File: src/hw/rtl/tcps_pkg.sv
// ----------------------------------------------------------------------------
// tcps_pkg
// Shared types, codes and defaults for the two-class priority server.
// ----------------------------------------------------------------------------
package tcps_pkg;

  // default sizing, used as the top level's parameter defaults
  localparam int DEF_QUEUE_DEPTH = 64;
  localparam int DEF_TICK_BITS   = 16;

  // fixed field widths
  localparam int ID_W   = 16;
  localparam int SVC_W  = 4;
  localparam int OUT_TICK_W = 16;
  localparam int SUM_W  = 32;

  // server activity codes
  localparam logic [1:0] CLASS_IDLE = 2'd0;
  localparam logic [1:0] CLASS_PRIO = 2'd1;
  localparam logic [1:0] CLASS_NORM = 2'd2;

  // queue index: priority first
  localparam int Q_PRIO = 0;
  localparam int Q_NORM = 1;

  // input word
  typedef struct packed {
    logic             prio_arrives;
    logic [SVC_W-1:0] prio_service;
    logic             norm_arrives;
    logic [SVC_W-1:0] norm_service;
  } in_t;

  // output word
  typedef struct packed {
    logic [OUT_TICK_W-1:0] tick_now;
    logic [1:0]            serving_class;
    logic [ID_W-1:0]       serving_id;
    logic                  started;
    logic [OUT_TICK_W-1:0] start_wait;
    logic [SUM_W-1:0]      prio_wait_total;
    logic [SUM_W-1:0]      norm_wait_total;
    logic [ID_W-1:0]       prio_count;
    logic [ID_W-1:0]       norm_count;
    logic                  prio_dropped;
    logic                  norm_dropped;
  } out_t;

  // controller states
  typedef enum logic [1:0] {
    ST_IDLE,
    ST_READ,
    ST_FINISH
  } ctrl_state_t;

  // controller to datapath
  typedef struct packed {
    logic accept;  // take the input word, enqueue arrivals
    logic read;    // read both queue heads
    logic finish;  // run the server step, load the output register
  } tcps_cmd_t;

  // datapath to controller
  typedef struct packed {
    logic out_blocked;  // output register holds a word that is not taken now
  } tcps_sts_t;

endpackage

File: src/hw/rtl/tcps_ctrl.sv
// ----------------------------------------------------------------------------
// tcps_ctrl
// Sequencer: accept a word, read the queue heads, finish the server step.
// ----------------------------------------------------------------------------
module tcps_ctrl
  import tcps_pkg::*;
(
  input  logic      clk,
  input  logic      rst,
  input  logic      in_valid,
  output logic      in_stall,
  input  tcps_sts_t sts,
  output tcps_cmd_t cmd
);

  ctrl_state_t state, state_next;

  // state register
  always_ff @(posedge clk) begin
    if (rst) begin
      state <= ST_IDLE;
    end else begin
      state <= state_next;
    end
  end

  // next state
  always_comb begin
    state_next = state;
    case (state)
      ST_IDLE: begin
        if (in_valid) begin
          state_next = ST_READ;
        end
      end
      ST_READ: begin
        state_next = ST_FINISH;
      end
      ST_FINISH: begin
        if (!sts.out_blocked) begin
          state_next = ST_IDLE;
        end
      end
      default: begin
        state_next = ST_IDLE;
      end
    endcase
  end

  // outputs
  always_comb begin
    cmd      = '0;
    in_stall = 1'b1;
    case (state)
      ST_IDLE: begin
        in_stall   = 1'b0;
        cmd.accept = in_valid;
      end
      ST_READ: begin
        cmd.read = 1'b1;
      end
      ST_FINISH: begin
        cmd.finish = !sts.out_blocked;
      end
      default: begin
        cmd = '0;
      end
    endcase
  end

endmodule

File: config.mk
export PLATFORM = sky130hd
export DESIGN_NAME = tcps_ctrl
export DESIGN_NICKNAME = d
export VERILOG_FILES = /design/src/hw/rtl/tcps_pkg.sv /design/src/hw/rtl/tcps_ctrl.sv
export SDC_FILE = /design/constraint.sdc
export NUM_CORES = 1
export LEC_CHECK = 0
export CORE_AREA = 2 2 39 41
export DETAILED_ROUTE_END_ITERATION = 16
export DIE_AREA = 0 0 41 43
export DONT_BUFFER_PORTS = 1
export GPL_ROUTABILITY_DRIVEN = 0
export GPL_TIMING_DRIVEN = 0
export SETUP_SLACK_MARGIN = 0.15
export SYNTH_ARGS = -nofsm -noshare
export SYNTH_HDL_FRONTEND = slang
export SYNTH_SLANG_ARGS = --single-unit
File: constraint.sdc
create_clock -name clk -period 1.8 [get_ports clk]
set_clock_uncertainty 0.05 [all_clocks]
set_input_delay 0.27 -clock clk [delete_from_list [all_inputs] [get_ports clk]]
set_output_delay 0.27 -clock clk [all_outputs]
set_load 0.01 [all_outputs]
### Yosys cells after proc, flatten, opt, wreduce, memory -nomap -nowiden

Cells that the tools add are included.

| cells by class | value |
|---|---|
| reduce and logical (&&, ||, !) cells | 3 |
| equality and inequality tests | 4 |
| muxes and demuxes | 7 |

Operator list:

| cell | count |
|---|---|
| 2-bit one-hot mux with 3 select lines | 1 |
| 1-bit 2-to-1 mux | 4 |
| 2-bit 2-to-1 mux | 2 |
| 2-bit inequality test, second input constant | 2 |
| 2-bit by 1-bit == test with 1-bit output, second input constant | 1 |
| 2-bit == test, second input constant | 1 |
| 2-bit logical NOT | 1 |
| 2-bit AND reduction | 1 |
| 1-bit logical NOT | 1 |

| storage, ports and cells | value |
|---|---|
| logic and storage cells | 15 |
| output and inout port bits | 4 |
| flip-flop bits (word level) | 2 |

### Longest topological paths before layout

| logic depth | value |
|---|---|
| depth in word-level cells | 3 |
| mapped depth | 3 |
| mapped depth without buffers | 2 |

### Worst setup path before layout

OpenSTA, ideal clock, no wires.

| path | value |
|---|---|
| path type | flip-flop to output port |
| start point | reg state[1] |
| end point | out cmd[0] in the netlist's numbering |
| path slack | 0.793 ns |
| required time | 1.480 ns |
| arrival | 0.687 ns |
| stages on the path, launching flop included | 2 |
| buffers on the path | 0 |
| cells stage by stage | dfxtp_1 nor3b_1 |

RTL lines:

| item | RTL line | RTL |
|---|---|---|
| start: declaration | tcps_ctrl.sv:16 | `ctrl_state_t state, state_next;` |
| start signal: assignment | tcps_ctrl.sv:23 | `state <= state_next;` |
| end: declaration | tcps_ctrl.sv:13 | `output tcps_cmd_t cmd` |

==> metrics.yaml <==
place:
  pre_cts_ws_ns: 0.750
  place_inst: 27
  numPortBuffers: 0
  post_dp_cell_area_um2: 125
die:
  start_util_pct: 7.59
  core_um2: 1380
  io-pin-count: 8
  num_rows: 14
  fp.dieW_um: 41
  dieArea_um2: 1760
  fp.dieH_um: 43
grt:
  grt_pass1_wl_um: 351
  grt_max_degree: 6
  grtUsageTotal_pct: 4.40
  grt_pass1_vias: 85
  antenna_found_initial: 0
  grt-ovfl-total: 0
timing:
  fin_setup_tns_ns: 0
  timing.hold.ws_ns: 0.0627
  slew_headroom_pct: 74.3
  min_period_ns: 1.29
  finalCritPeriodShare_pct: 71.7
  setup_slack_ns: 0.510
  clock.fmax_ghz: 0.775
  report.final.slew_viol_count: 0
  setup_viol: 0
  final_hold_viol_count: 0
  rsz0062_at_grt: "no"
  worstMarginPinSlew_ns: 0.384
layout:
  mostFrequentLayoutCells: "clkbuf_4 (3), dfxtp_1 (2)"
  fill_cells: 163
  drive_gt1_share_pct: 50.0
  reg_top3: "state (2)"
  antennaDiodeCount: 0
  syn_to_final_growth_pct: 40.5
  final_nets: 20
  largest_reg_flops: 2
  layout_commonest_cell: "clkbuf_4"
  regMostFlops: "state"
  stdcell_count: 30
  fin_area_um2: 148
clock_network:
  clock_path_buffers: 2
  ctsRootBufferMaster: "clkbuf_4"
  numCtsBuffers: 3
  cts_tree: "built"
  worstSkewPairLatency_ns: 0.22
  cts_hold_buf: 0
  clk_pin_slew_ns: 0.03
  cts_num_sinks: 2
  cts_resized: 0
  htree_levels: 1
  postCtsSetupRepairBufs: 0
synth:
  syn-num-nets: 15
  synthTopCellsByArea: "dfxtp_1 (38%), nor3b_2 (12%), and2b_2 (8.3%)"
  yosys.area.top_type: "dfxtp_1"
  synth_cell_type_count: 10
  avgSynthCellArea_um2: 9.55
  synth-seq-cells: 2
  synth_top_area_share_pct: 38.1
  syn_area_um2: 105
  synth-warning-count: 0
  yosysSeqAreaShare_pct: 38.1
  syn_inst: 11
critical_path:
  crit_fanout: 5
  end_kind: "output port"
  path_cells: "nor3b_1"
  worstPathArrival_ns: 0.97
  cp.required_ns: 1.48
  slowest_stage: "dfxtp_1"
  critPathKind: "flop to output port"
  slowest_delay_ns: 0.37
  cp-start-kind: "flop"
  crit_family: "flip-flops"
  path_buf_inv: 0
drt:
  first_pass_iters: 2
  dr.first_iter.drc_count: 2
  postRouteAntennaNets: 0
  wire_per_inst_um: 8.47
  vias: 84
  vias_per_cell: 2.80
  wirelength_um: 254
  route.detailed.drc: 0
power:
  power_frac_seq_pct: 30.6
  p_switching_uw: 36.0
  p_sw_share_pct: 21.8
  ir_drop_v: 0.000102
  cellPowerDensity_nw_per_um2: 1120
  leakagePower_uw: 0.0000648
  p_int_uw: 129
  p_clk_share_pct: 59.6
  combPwrFrac_pct: 9.8
worst_hold_path:
  worstHoldPathType: "input pin to flop"
job:
  maxCapViolations: 0
run_status:
  outcome: "finished, final reports clean"
through the flow:
| step | power [uW] | utilization [%] |
|---|---|---|
| after detailed placement | 67.7 | 9.04 |
| final | 165 | 10.7 |
| after global placement | 67.5 | 9.04 |
| after floorplan | 65.3 | - |
| after global routing | 185 | 10.7 |
| after CTS | 175 | 10.7 |
cell families after synthesis:
| family | count (synthesis) | synth area share [%] |
|---|---|---|
| buf+inv | 2 | 10.7 |
| compound gates | 1 | 4.76 |
| simple gates | 6 | 46.4 |
| flops | 2 | 38.1 |
power groups by stage:
| stage | Combinational (uW) | Sequential, uW | Clock, uW |
|---|---|---|---|
| 6_report | 16.2 | 50.5 | 98.5 |
| 2_1_floorplan | 14.8 | 50.5 | 0 |
| 4_1_cts | 16.8 | 50.4 | 108 |
| 3_3_place_gp | 16.7 | 50.9 | 0 |
| 3_5_place_dp | 16.7 | 51.0 | 0 |
| 5_1_grt | 18.2 | 50.9 | 116 |
worst register-to-register path, stage by stage (launching register included):
cell and delay (ns):
dfxtp_1 0.33, nor3b_2 0.32, and2b_2 0.19
routing by layer:
layer	global-route usage, %	share of wire (%)	up-vias
li1	-	-	42
met5	0	0	-
met2	2.81	34	7
met1	2.23	29	33
met3	8.38	33	2
met4	8.00	3.5	0
final timing paths:
kind	to	slack (ns)	from	cells past startpoint
worst max-delay path	cmd[0]	0.51	state[1]	1
worst min register to register	state[1]	0.48	state[1]	2
worst min-delay path	state[1]	0.06	rst	1
worst max register to register	state[0]	0.86	state[0]	2
final cells by class:
cell class	count	area (um^2)	share of cell area (%)
multi-input combinational	7	53.8	36.4
clock buffer	3	22.5	15.3
tap	16	20.0	13.6
buffer	1	7.51	5.08
inverter	1	3.75	2.54
sequential	2	40.0	27.1
synthesized netlist by cell type:
master	count
nor3b_2	1
or2_2	1
nor3b_1	1
inv_1	1
a21oi_1	1
nand3b_1	1
dfxtp_1	2
and2b_2	1
buf_4	1
nand2b_1	1
Power figures use the tool's default switching activity.
